[config.mk]
export PLATFORM = sky130hd
export DESIGN_NAME = lcd_mode_timing_controller_top
export DESIGN_NICKNAME = d
export VERILOG_FILES = /design/src/rtl/lmtc_pkg.sv /design/src/rtl/lcd_mode_timing_controller_top.sv
export VERILOG_INCLUDE_DIRS = /design/src /design/src/rtl
export SDC_FILE = /design/constraint.sdc
export NUM_CORES = 1
export LEC_CHECK = 0
export BUFFER_PORTS_ARGS = -buffer_cell sky130_fd_sc_hd__buf_2
export CORE_UTILIZATION = 40
export CTS_CLUSTER_SIZE = 8
export DETAILED_ROUTE_END_ITERATION = 6
export MAX_ROUTING_LAYER = met4
export PLACE_DENSITY_LB_ADDON = 0.05
export SLEW_MARGIN = 20
export SYNTH_ARGS = -nofsm -noshare
export SYNTH_HDL_FRONTEND = slang
export SYNTH_SLANG_ARGS = --single-unit
export TNS_END_PERCENT = 5
[constraint.sdc]
create_clock -name clock -period 10.81 [get_ports clock]
set_input_delay 2.162 -clock clock [delete_from_list [all_inputs] [get_ports clock]]
set_output_delay 2.162 -clock clock [all_outputs]
set_load 0.01 [all_outputs]
[src/rtl/lcd_mode_timing_controller_top_macros.svh]
// assertion macros shared by the lcd mode timing controller rtl
// depends on nothing; included by files that carry concurrent assertions
`ifndef LCD_MODE_TIMING_CONTROLLER_TOP_MACROS_SVH
`define LCD_MODE_TIMING_CONTROLLER_TOP_MACROS_SVH

// checked on every rising clock edge, muted while reset is high
`define LMTC_ASSERT(label, clk, rst, prop, msg) \
   label: assert property (@(posedge clk) disable iff (rst) prop) else $error(msg);

// checked on every rising clock edge, reset included
`define LMTC_ASSERT_ALWAYS(label, clk, prop, msg) \
   label: assert property (@(posedge clk) prop) else $error(msg);

`endif

[src/rtl/lmtc_pkg.sv]
// types and timing constants for the lcd mode timing controller
// no dependencies; imported by lcd_mode_timing_controller_top
`timescale 1ns / 1ps

package lmtc_pkg;

   // frame and line timing in machine cycles
   localparam logic [16:0] FRAME_CYCLES = 17'd70224;
   localparam logic [16:0] VBLANK_START = 17'd65664;
   localparam logic [9:0]  LINE_CYCLES  = 10'd456;
   localparam logic [8:0]  OAM_END      = 9'd80;
   localparam logic [8:0]  XFER_LEN     = 9'd172;
   localparam logic [8:0]  XFER_END     = OAM_END + XFER_LEN;

   // line number = (frame position * scale) >> 24
   localparam int unsigned LINE_SCALE_INT = 32'h0100_0000 / 32'd456;
   localparam logic [15:0] LINE_SCALE     = 16'(LINE_SCALE_INT);
   localparam int          LINE_SHIFT     = 24;

   // scaled display window, lines strictly between these bounds
   localparam logic [7:0]  SCALED_LOW   = 8'd2;
   localparam logic [7:0]  SCALED_LIMIT = 8'd155;

   // frameskip counter reload
   localparam logic [1:0]  SKIP_RELOAD = 2'd2;

   // register indexes
   localparam logic        REG_SCALED_OUTPUT = 1'b0;

   typedef enum logic [1:0] {
      MODE_HBLANK = 2'd0,
      MODE_VBLANK = 2'd1,
      MODE_OAM    = 2'd2,
      MODE_XFER   = 2'd3
   } mode_type;

   // what the timing stage hands to the line stage for one beat
   typedef struct packed {
      logic [16:0] frame_pos;
      logic        lcd_on;
      logic [7:0]  compare_line;
      logic        match_int_en;
      logic        vblank_irq;
      logic        stat_irq;
      logic        hblank_entry;
      logic        skip_zero;
      mode_type    mode;
      logic [31:0] frames_done;
   } stage_type;

endpackage

[src/rtl/lcd_mode_timing_controller_top.sv]
// lcd mode timing controller: frame/line counters, mode tracking, irqs, draw requests
// depends on lmtc_pkg and lcd_mode_timing_controller_top_macros.svh
`timescale 1ns / 1ps
// an accepted beat is registered in p1, then in the output register once that is free
// throughput: one beat per cycle unless stalled; set by the frame and line counter
//   loop in the timing stage and the single 17x16 line multiplier in the line stage
// reset: synchronous, active high; all counters, mode and flags clear to zero,
//   scaled_output returns to one and both pipeline stages empty

`include "lcd_mode_timing_controller_top_macros.svh"

module lcd_mode_timing_controller_top (
   input  logic        clock,
   input  logic        reset,
   // request channel
   input  logic        req_valid,
   output logic        req_ready,
   input  logic [7:0]  req_cycles,
   input  logic        req_lcd_on,
   input  logic [7:0]  req_compare_line,
   input  logic        req_hblank_int_en,
   input  logic        req_oam_int_en,
   input  logic        req_match_int_en,
   // response channel
   output logic        rsp_valid,
   input  logic        rsp_ready,
   output logic [7:0]  rsp_line,
   output logic [1:0]  rsp_lcd_mode,
   output logic        rsp_coincidence,
   output logic        rsp_vblank_irq,
   output logic        rsp_stat_irq,
   output logic        rsp_draw_line,
   output logic [31:0] rsp_frames_done,
   // configuration port
   input  logic        csr_psel,
   input  logic        csr_penable,
   input  logic        csr_pwrite,
   input  logic [2:0]  csr_paddr,
   input  logic [31:0] csr_pwdata,
   output logic [31:0] csr_prdata,
   output logic        csr_pready
);
   import lmtc_pkg::*;

   // ---------------------------------------------------------------------
   // state
   // ---------------------------------------------------------------------
   logic            scaled_ff,     scaled_in;
   logic [16:0]     frame_ff,      frame_in;
   logic [8:0]      line_clock_ff, line_clock_in;
   mode_type        mode_ff,       mode_in;
   logic [1:0]      skip_ff,       skip_in;
   logic [31:0]     total_ff,      total_in;
   logic            match_ff,      match_in;
   logic [7:0]      last_drawn_ff, last_drawn_in;

   // pipeline
   logic            p1_valid_ff,   p1_valid_in;
   stage_type       p1_ff,         p1_in;
   logic            rsp_valid_ff,  rsp_valid_in;

   // response payload
   logic [7:0]      rsp_line_ff,   rsp_line_in;
   mode_type        rsp_mode_ff,   rsp_mode_in;
   logic            rsp_coin_ff,   rsp_coin_in;
   logic            rsp_vbl_ff,    rsp_vbl_in;
   logic            rsp_stat_ff,   rsp_stat_in;
   logic            rsp_draw_ff,   rsp_draw_in;
   logic [31:0]     rsp_total_ff,  rsp_total_in;

   // handshake
   logic            req_accept;
   logic            out_free;
   logic            p1_move;
   logic            csr_write;

   // timing stage working values
   logic [16:0]     fc_sum;
   logic            fc_wrap;
   logic [16:0]     fc_new;
   logic            in_vblank;
   logic [8:0]      lc_base;
   logic [9:0]      lc_sum;
   logic [8:0]      lc_adv;
   logic            oam_entry;
   logic            hb_entry;

   // line stage working values
   logic [32:0]     line_prod;
   logic [7:0]      cur_line;
   logic            line_stat;
   logic            line_draw;
   logic            in_window;

   // ---------------------------------------------------------------------
   // handshakes: output register parts the two sides, so a new beat is
   // taken while the previous result still waits
   // ---------------------------------------------------------------------
   assign out_free   = !rsp_valid_ff || rsp_ready;
   assign p1_move    = p1_valid_ff && out_free;
   assign req_ready  = !p1_valid_ff || p1_move;
   assign req_accept = req_valid && req_ready;

   // ---------------------------------------------------------------------
   // configuration register, always ready
   // ---------------------------------------------------------------------
   assign csr_pready = 1'b1;
   assign csr_write  = csr_psel && csr_penable && csr_pwrite && csr_pready;
   assign csr_prdata = (csr_paddr[2] == REG_SCALED_OUTPUT) ? {31'd0, scaled_ff} : 32'd0;

   always_comb begin
      scaled_in = scaled_ff;
      if (csr_write && (csr_paddr[2] == REG_SCALED_OUTPUT)) begin
         scaled_in = csr_pwdata[0];
      end
   end

   // ---------------------------------------------------------------------
   // timing stage: frame and line counters, mode, vblank and entry irqs
   // ---------------------------------------------------------------------
   always_comb begin
      fc_sum  = frame_ff + 17'(req_cycles);
      fc_wrap = fc_sum >= FRAME_CYCLES;
      fc_new  = fc_wrap ? (fc_sum - FRAME_CYCLES) : fc_sum;
      // after a wrap the frame position is below 255, never in vblank
      in_vblank = !fc_wrap && (fc_sum >= VBLANK_START);
      // on wrap the line counter restarts from the leftover frame position
      lc_base = fc_wrap ? fc_new[8:0] : line_clock_ff;
      lc_sum  = 10'(lc_base) + 10'(req_cycles);
      // one subtraction is enough: the sum stays below twice a line
      lc_adv  = (lc_sum >= LINE_CYCLES) ? 9'(lc_sum - LINE_CYCLES) : lc_sum[8:0];
   end

   always_comb begin
      frame_in      = frame_ff;
      line_clock_in = line_clock_ff;
      mode_in       = mode_ff;
      skip_in       = skip_ff;
      total_in      = total_ff;
      oam_entry     = 1'b0;
      hb_entry      = 1'b0;
      p1_in         = p1_ff;

      if (req_accept) begin
         frame_in = fc_new;
         total_in = fc_wrap ? (total_ff + 32'd1) : total_ff;
         p1_in.vblank_irq = 1'b0;

         if (in_vblank) begin
            // line counter held through vblank
            if (mode_ff != MODE_VBLANK) begin
               mode_in          = MODE_VBLANK;
               p1_in.vblank_irq = 1'b1;
               skip_in          = (skip_ff == 2'd0) ? SKIP_RELOAD : (skip_ff - 2'd1);
            end
         end else begin
            line_clock_in = lc_adv;
            if (lc_adv <= OAM_END) begin
               if (mode_ff != MODE_OAM) begin
                  mode_in   = MODE_OAM;
                  oam_entry = 1'b1;
               end
            end else if (lc_adv <= XFER_END) begin
               mode_in = MODE_XFER;
            end else if (mode_ff != MODE_HBLANK) begin
               mode_in  = MODE_HBLANK;
               hb_entry = 1'b1;
            end
         end

         p1_in.frame_pos    = fc_new;
         p1_in.lcd_on       = req_lcd_on;
         p1_in.compare_line = req_compare_line;
         p1_in.match_int_en = req_match_int_en;
         p1_in.stat_irq     = (oam_entry && req_oam_int_en) ||
                              (hb_entry && req_hblank_int_en);
         p1_in.hblank_entry = hb_entry;
         // skip count only moves on vblank entry, so the held value applies
         p1_in.skip_zero    = (skip_ff == 2'd0);
         p1_in.mode         = mode_in;
         p1_in.frames_done  = total_in;
      end
   end

   // ---------------------------------------------------------------------
   // line stage: line number, coincidence and draw request
   // ---------------------------------------------------------------------
   always_comb begin
      line_prod = 33'(p1_ff.frame_pos) * 33'(LINE_SCALE);
      cur_line  = line_prod[LINE_SHIFT +: 8];
      in_window = (cur_line > SCALED_LOW) && (cur_line < SCALED_LIMIT);

      match_in      = match_ff;
      last_drawn_in = last_drawn_ff;
      line_stat     = p1_ff.stat_irq;
      line_draw     = 1'b0;

      if (p1_move) begin
         // coincidence only tracked while the display runs
         if (p1_ff.lcd_on) begin
            if (cur_line == p1_ff.compare_line) begin
               if (!match_ff) begin
                  match_in = 1'b1;
                  if (p1_ff.match_int_en) begin
                     line_stat = 1'b1;
                  end
               end
            end else begin
               match_in = 1'b0;
            end
         end

         // a new line entering hblank; skipped frames still mark it drawn
         if (p1_ff.hblank_entry && p1_ff.lcd_on && (last_drawn_ff != cur_line)) begin
            if (p1_ff.skip_zero) begin
               line_draw = scaled_ff ? in_window : 1'b1;
            end
            last_drawn_in = cur_line;
         end
      end
   end

   always_comb begin
      rsp_line_in  = rsp_line_ff;
      rsp_mode_in  = rsp_mode_ff;
      rsp_coin_in  = rsp_coin_ff;
      rsp_vbl_in   = rsp_vbl_ff;
      rsp_stat_in  = rsp_stat_ff;
      rsp_draw_in  = rsp_draw_ff;
      rsp_total_in = rsp_total_ff;
      if (p1_move) begin
         rsp_line_in  = cur_line;
         rsp_mode_in  = p1_ff.mode;
         rsp_coin_in  = match_in;
         rsp_vbl_in   = p1_ff.vblank_irq;
         rsp_stat_in  = line_stat;
         rsp_draw_in  = line_draw;
         rsp_total_in = p1_ff.frames_done;
      end
   end

   // stage occupancy
   always_comb begin
      if (req_accept) begin
         p1_valid_in = 1'b1;
      end else if (p1_move) begin
         p1_valid_in = 1'b0;
      end else begin
         p1_valid_in = p1_valid_ff;
      end

      if (p1_move) begin
         rsp_valid_in = 1'b1;
      end else if (rsp_ready) begin
         rsp_valid_in = 1'b0;
      end else begin
         rsp_valid_in = rsp_valid_ff;
      end
   end

   // ---------------------------------------------------------------------
   // registers
   // ---------------------------------------------------------------------
   always_ff @(posedge clock) begin
      if (reset) begin
         scaled_ff     <= 1'b1;
         frame_ff      <= '0;
         line_clock_ff <= '0;
         mode_ff       <= MODE_HBLANK;
         skip_ff       <= '0;
         total_ff      <= '0;
         match_ff      <= 1'b0;
         last_drawn_ff <= '0;
         p1_valid_ff   <= 1'b0;
         rsp_valid_ff  <= 1'b0;
      end else begin
         scaled_ff     <= scaled_in;
         frame_ff      <= frame_in;
         line_clock_ff <= line_clock_in;
         mode_ff       <= mode_in;
         skip_ff       <= skip_in;
         total_ff      <= total_in;
         match_ff      <= match_in;
         last_drawn_ff <= last_drawn_in;
         p1_valid_ff   <= p1_valid_in;
         rsp_valid_ff  <= rsp_valid_in;
      end
   end

   // payload, no reset needed
   always_ff @(posedge clock) begin
      p1_ff        <= p1_in;
      rsp_line_ff  <= rsp_line_in;
      rsp_mode_ff  <= rsp_mode_in;
      rsp_coin_ff  <= rsp_coin_in;
      rsp_vbl_ff   <= rsp_vbl_in;
      rsp_stat_ff  <= rsp_stat_in;
      rsp_draw_ff  <= rsp_draw_in;
      rsp_total_ff <= rsp_total_in;
   end

   assign rsp_valid       = rsp_valid_ff;
   assign rsp_line        = rsp_line_ff;
   assign rsp_lcd_mode    = rsp_mode_ff;
   assign rsp_coincidence = rsp_coin_ff;
   assign rsp_vblank_irq  = rsp_vbl_ff;
   assign rsp_stat_irq    = rsp_stat_ff;
   assign rsp_draw_line   = rsp_draw_ff;
   assign rsp_frames_done = rsp_total_ff;

   // ---------------------------------------------------------------------
   // assertions
   // ---------------------------------------------------------------------
   `LMTC_ASSERT(a_frame_range, clock, reset, frame_ff < FRAME_CYCLES, "frame counter out of range")
   `LMTC_ASSERT(a_line_clock_range, clock, reset, 10'(line_clock_ff) < LINE_CYCLES, "line counter out of range")
   `LMTC_ASSERT(a_vbl_mode, clock, reset, rsp_valid_ff && rsp_vbl_ff |-> rsp_mode_ff == MODE_VBLANK, "vblank irq outside vblank")
   `LMTC_ASSERT(a_draw_mode, clock, reset, rsp_valid_ff && rsp_draw_ff |-> rsp_mode_ff == MODE_HBLANK, "draw request outside hblank")
   `LMTC_ASSERT(a_line_range, clock, reset, rsp_valid_ff |-> rsp_line_ff < 8'd154, "line number out of range")
   `LMTC_ASSERT_ALWAYS(a_reset_empty, clock, reset |=> !rsp_valid_ff && !p1_valid_ff, "pipeline not empty after reset")

endmodule

**Word level (Yosys, flattened, before mapping)**

Index checks and enable logic that the tools add are counted.

- $add $sub $neg: 6
- Multipliers: 1
- $lt $le $gt $ge: 7
- Equal/unequal tests: 4
- Mux-type cells: 34
- Bitwise operators: 2
- Reduce and logical (&&, ||, !) cells: 25

Operator list:

| operator | count |
|---|---|
| >= comparator 17 bit (second input constant) | 2 |
| adder 32 x 1 -> 32 bit (second input constant) | 1 |
| two-way mux 32 bit | 1 |
| multiplier 17 x 13 -> 29 bit (second input constant) | 1 |
| two-way mux 1 bit | 23 |
| two-way mux 9 bit | 2 |
| adder 17 x 8 -> 17 bit | 1 |
| two-way mux 17 bit | 1 |
| subtractor 17 bit (second input constant) | 1 |
| two-way mux 2 bit | 7 |
| logical AND 1 bit | 11 |
| adder 9 x 8 -> 10 bit | 1 |
| >= comparator 10 x 9 -> 1 bit (second input constant) | 1 |
| <= comparator 9 x 7 -> 1 bit (second input constant) | 1 |
| <= comparator 9 x 8 -> 1 bit (second input constant) | 1 |
| subtractor 9 bit (second input constant) | 1 |
| == test 8 bit | 1 |
| > comparator 8 x 2 -> 1 bit (second input constant) | 1 |
| less-than comparator 8 bit (second input constant) | 1 |
| inequality test 8 bit | 1 |
| AND reduction 2 bit | 3 |
| nonzero test 2 bit | 3 |
| zero test 1 bit | 3 |
| logical OR 1 bit | 3 |
| 6 further kinds | 7 |

- Register bits: 185
- Input port bits: 62
- Output and inout bits: 81
- Word-level logic and storage cells: 106

**Longest topological paths before layout**

- Depth in word-level cells: 14
- Gate-level depth with buffers: 37

**Worst setup path before layout**

No wires, ideal clock.

- Path type: in2reg
- Start: input req_cycles[4]
- End: register p1_ff[36] in the netlist's numbering, data pin
- Library setup time: 254 ps
- Arrival time: 8539 ps
- Required time: 10556 ps
- Slack: 2018 ps
- Stages on the path: 32
- Buffers on the path: 5
- Cells stage by stage: ha_1 buf_2 a21o_1 a31o_2 or3_1 nand2_1 ha_1 nand2_1 or3_1 nor4_1 and4_1 o2111a_2 a211o_1 clkbuf_1 clkbuf_1 clkbuf_1 o21a_1 ha_1 a21o_1 a311o_1 a21o_1 a21oi_1 xnor2_1 and3_1 nand2b_1 a211oi_1 or2_1 buf_2 nor3b_1 o311ai_1 nor3_1 a21o_1

- Word-level cells in the longest chain between the ends: 14
- Elaborated cells between the ends (all ways): 24
- Classes of those cells: 4 x add/sub; 5 x order compare; 10 x mux; 5 x reduce/logical

Ends and longest elaborated chain:

| element | RTL line | source |
|---|---|---|
| start, declared | lcd_mode_timing_controller_top.sv:18 | `input logic [7:0] req_cycles,` |
| adder 17 x 8 -> 17 bit | lcd_mode_timing_controller_top.sv:122 | `fc_sum = frame_ff + 17'(req_cycles);` |
| subtractor 17 bit or >= comparator 17 bit (tied branches) | lcd_mode_timing_controller_top.sv:124, lcd_mode_timing_controller_top.sv:123 |  |
| two-way mux 17 bit | lcd_mode_timing_controller_top.sv:124 | `fc_new = fc_wrap ? (fc_sum - FRAME_CYCLES) : fc_sum;` |
| two-way mux 9 bit | lcd_mode_timing_controller_top.sv:128 | `lc_base = fc_wrap ? fc_new[8:0] : line_clock_ff;` |
| adder 9 x 8 -> 10 bit | lcd_mode_timing_controller_top.sv:129 | `lc_sum = 10'(lc_base) + 10'(req_cycles);` |
| subtractor 9 bit or >= comparator 10 x 9 -> 1 bit (tied branches) | lcd_mode_timing_controller_top.sv:131 | `lc_adv = (lc_sum >= LINE_CYCLES) ? 9'(lc_sum - LINE_CYCLES) : lc_sum[8:0];` |
| two-way mux 9 bit | lcd_mode_timing_controller_top.sv:131 |  |
| <= comparator 9 x 8 -> 1 bit | lcd_mode_timing_controller_top.sv:163 | `end else if (lc_adv <= XFER_END) begin` |
| two-way mux 1 bit | lcd_mode_timing_controller_top.sv:163 |  |
| two-way mux 1 bit | lcd_mode_timing_controller_top.sv:158 | `if (lc_adv <= OAM_END) begin` |
| two-way mux 1 bit | lcd_mode_timing_controller_top.sv:149 | `if (in_vblank) begin` |
| two-way mux 1 bit | lcd_mode_timing_controller_top.sv:144 | `if (req_accept) begin` |
| logical AND 1 bit | lcd_mode_timing_controller_top.sv:176 | `(hb_entry && req_hblank_int_en);` |
| logical OR 1 bit (*) | lcd_mode_timing_controller_top.sv:175 | `p1_in.stat_irq = (oam_entry && req_oam_int_en) \|\|` |
| end signal, assigned | lcd_mode_timing_controller_top.sv:292 | `p1_ff <= p1_in;` |
| end, declared | lcd_mode_timing_controller_top.sv:59 | `stage_type p1_ff, p1_in;` |

Every way passes the cells marked *; elsewhere a longest branch is shown, timed or not. The select of a mux whose other input is x is not followed.
A chain may end at the register's enable or synchronous reset.

**Worst setup path in the final report**

Same ends and word-level chain as after synthesis.

==> impl_metrics.toml <==
[status]
status = "finished, final reports clean"

[detailed_routing]
firstDrtPassIters = 6
wl_mm = 27.3
routedWlPerCell_microns = 15.1
ant_nets = 0
vias = 8663
drtIter0Drc = 337
avgViaCountPerCell = 4.79
drcViolationCount = 0

[sta]
worst_slew_pin_slew_ps = 1010
rsz0062_at_grt = "false"
finalSetupTns_ps = 0
fin_crit_sh_pct = 81.8
skew_ps = 10.3
slew_headroom_pct = 32.2
report.final.slew_viol_count = 0
timing.fmax_mhz = 113
hold_viol = 0
period_minus_slack_ps = 8840
setup_viol = 0
whs_ps = 422
timing.final.ws_setup_ps = 1970

[power]
power_switching_mw = 1.52
netSwitchingFraction_pct = 41.8
leakage_nw = 6.46
power_frac_clock_pct = 18.9
p_seq_share_pct = 23.7
powerDensity_mw_per_mm2 = 248
p_int_mw = 2.11
peakVddDrop_uv = 145
comb_power_share_pct = 57.3

[critical_path]
cp-end-kind = "flop"
crit_type = "in2reg"
cp_common_cell = "a21o_1"
cp.required_ps = 11010
max_stage_delay_ps = 520
start_kind = "input port"
arrival_ps = 9040
cp_max_fo = 9
cp_slowest_cell = "a211oi_1"

[place]
routabilityCongestion = 0.821
port_buffers = 77
hpwl_mm = 20.7
dpl_worst_slack_ps = 1530

[floorplan]
ios = 143
die_h_microns = 184
start_util_pct = 40.6
dieArea_sq_mm = 0.0338
num_rows = 66
core_area_sq_mm = 0.0325
die_w_microns = 184

[cts]
cts_buffers = 17
cts_htree_levels = 4
cts_max_path_buffers = 2
postCtsHoldBufs = 0
cts_setup_buffers = 0
clkTransAtPathRegs_ps = 70
cts_resized = 0
cts_tree = "done"
cts.sinks = 185
clock_latency_ps = 430
clock-root-buffer = "clkbuf_16"

[min_path]
hold_path_class = "reg2reg"

[global_route]
track_usage_pct = 17.7
grt_start_max_net_pins = 87
grt_overflow = 0
grt_pass1_vias = 8723
antenna_found_initial = 0
grt_pass1_wl_mm = 44.8

[synth]
synth-edff-count = 111
synth_largest_area_cell = "edfxtp_1"
yosysWarnings = 0
ys_async_sr_fraction_pct = 0
synth_top_cell_area_share_pct = 25.2
synthFlopType = "edfxtp_1"
avgSynthCellArea_sq_um = 10.3
netlist_instances = 1285
synth_seq_cells = 185
yosysSeqAreaShare_pct = 36.4
synth_compound_area_share_pct = 9.65
synth_cell_types = 70
synth_top_family_by_area = "adder cells"
synthAdderAreaFrac_pct = 25.6
synth.area.top_cells = "edfxtp_1 (25%), fa_1 (15%), dfxtp_1 (11%)"
synth_xor_area_share_pct = 7.09
synthSimpleGateAreaFrac_pct = 12.1
synthMuxAreaShare_pct = 1.08
syn_area_sq_mm = 0.0132

[cells_and_area]
seq_area_sq_mm = 0.00481
multi_input_area_sq_mm = 0.00747
area_growth_pct = 10.6
final_nets = 1624
diodes = 0
nFillCells = 3202
layout-drive-gt1-share_pct = 9.89

[run]
maxCapViolations = 0
[per-layer routing]
metal	GRT usage [%]	vias to the layer above	part of all wire, %
li1	-	4398	-
met1	23.6	4157	50
met2	28.4	89	47
met3	2.58	19	2.0
met4	3.87	0	1.0
met5	-	-	0
[cells by family (layout without fill, tap and decap cells)]
group                    Yosys count  in the layout
XOR/XNOR                         107            107
buffers and inverters            243            293
adder cells (fa/ha/maj)          210            210
other                              2             32
multiplexers                      14             14
flip-flops                       185            185
AND/OR/NAND/NOR                  336            336
AO/OA/AOI/OAI                    188            188
[registers in the layout (all words and copies together), names as in the netlist, 8 cells and up]
| name | cells |
|---|---|
| p1_ff | 65 |
| rsp_frames_done | 32 |
| total_ff | 32 |
| frame_ff | 17 |
| line_clock_ff | 9 |
| last_drawn_ff | 8 |
| rsp_line | 8 |
[layout make-up]
type,instances,area share (%)
clock buffers,20,3.20
clock inverters,12,1.23
inverters,177,4.56
multi-input cells,887,51.1
flip-flops and latches,185,32.9
well taps,442,3.78
repair buffers,84,3.13
[worst max-delay path: cells and delay by family]
family                     cells  cell delay (ps)
buffers and inverters          1              130
adders and majority gates      3              850
and+or+nand+nor               12             2490
xor gates and xnor gates       1              300
AOI/OAI and AO/OA             12             3100
[power by group through the flow]
stage	sequential [mW]	clock [mW]	combinational [mW]
4_1_cts	0.863	0.710	2.11
3_5_place_dp	0.879	0	2.09
2_1_floorplan	0.874	0	1.61
5_1_grt	0.869	0.734	2.45
3_3_place_gp	0.878	0	2.08
6_report	0.862	0.687	2.08
[through the flow]
step                      utilization [%]  power (mW)  cell area [sq um]  cells
after global placement               42.8        2.96              13900   1774
after floorplan                         -        2.48              13300   1315
after detailed placement             42.8        2.97              13900   1774
after global routing                 44.9        4.05              14600   1807
final                                44.9        3.63              14600   1807
after CTS                            44.8        3.69              14600   1806
[cell usage after synthesis, drive strengths merged, types with 6 or more instances]
cell type	n
xnor2	65
mux2i	12
dfxtp	74
o21ai	30
nand4	18
buf	39
nand3	28
xor2	42
a211oi	15
and3	6
a21o	26
o31ai	7
ha	109
nor2b	8
nand2b	12
a21oi	58
and2	8
nand2	91
edfxtp	111
clkbuf	27
or2	8
or3	18
fa	101
o21a	7
inv	177
nor3	17
nor2	109
[cell usage in the layout (no fill, tap or decap), drive strengths merged, types with 4 or more instances in the layout]
cell	Yosys	routed
a21boi	5	5
a21o	26	26
nand2b	12	12
ha	109	109
nor4	4	4
fa	101	101
and2	8	8
o311ai	4	4
inv	177	183
nor3	17	17
conb	2	32
or2	8	8
o21ai	30	30
a21oi	58	58
nor2b	8	8
mux2i	12	12
o21a	7	7
nand4	18	18
nor2	109	109
o31ai	7	7
o211ai	4	4
a31oi	4	4
nand2	91	91
dfxtp	74	74
and3	6	6
xor2	42	42
or3	18	18
nand3	28	28
clkbuf	27	20
a211oi	15	15
edfxtp	111	111
xnor2	65	65
buf	39	84
[path summary, 6_finish.rpt]
kind,startpoint,end,slack [ps],cells after the start
worst max-delay path,req_cycles[4],p1_ff[36]$_DFFE_PP_,1970,29
worst max register to register,frame_ff[0]$_SDFFE_PP0P_,p1_ff[36]$_DFFE_PP_,3500,30
worst min register to register,p1_ff[28]$_DFFE_PP_,rsp_frames_done[28]$_DFFE_PP_,420,0
worst min-delay path,p1_ff[28]$_DFFE_PP_,rsp_frames_done[28]$_DFFE_PP_,420,0
Note: power is estimated with default switching activity, not from simulation.
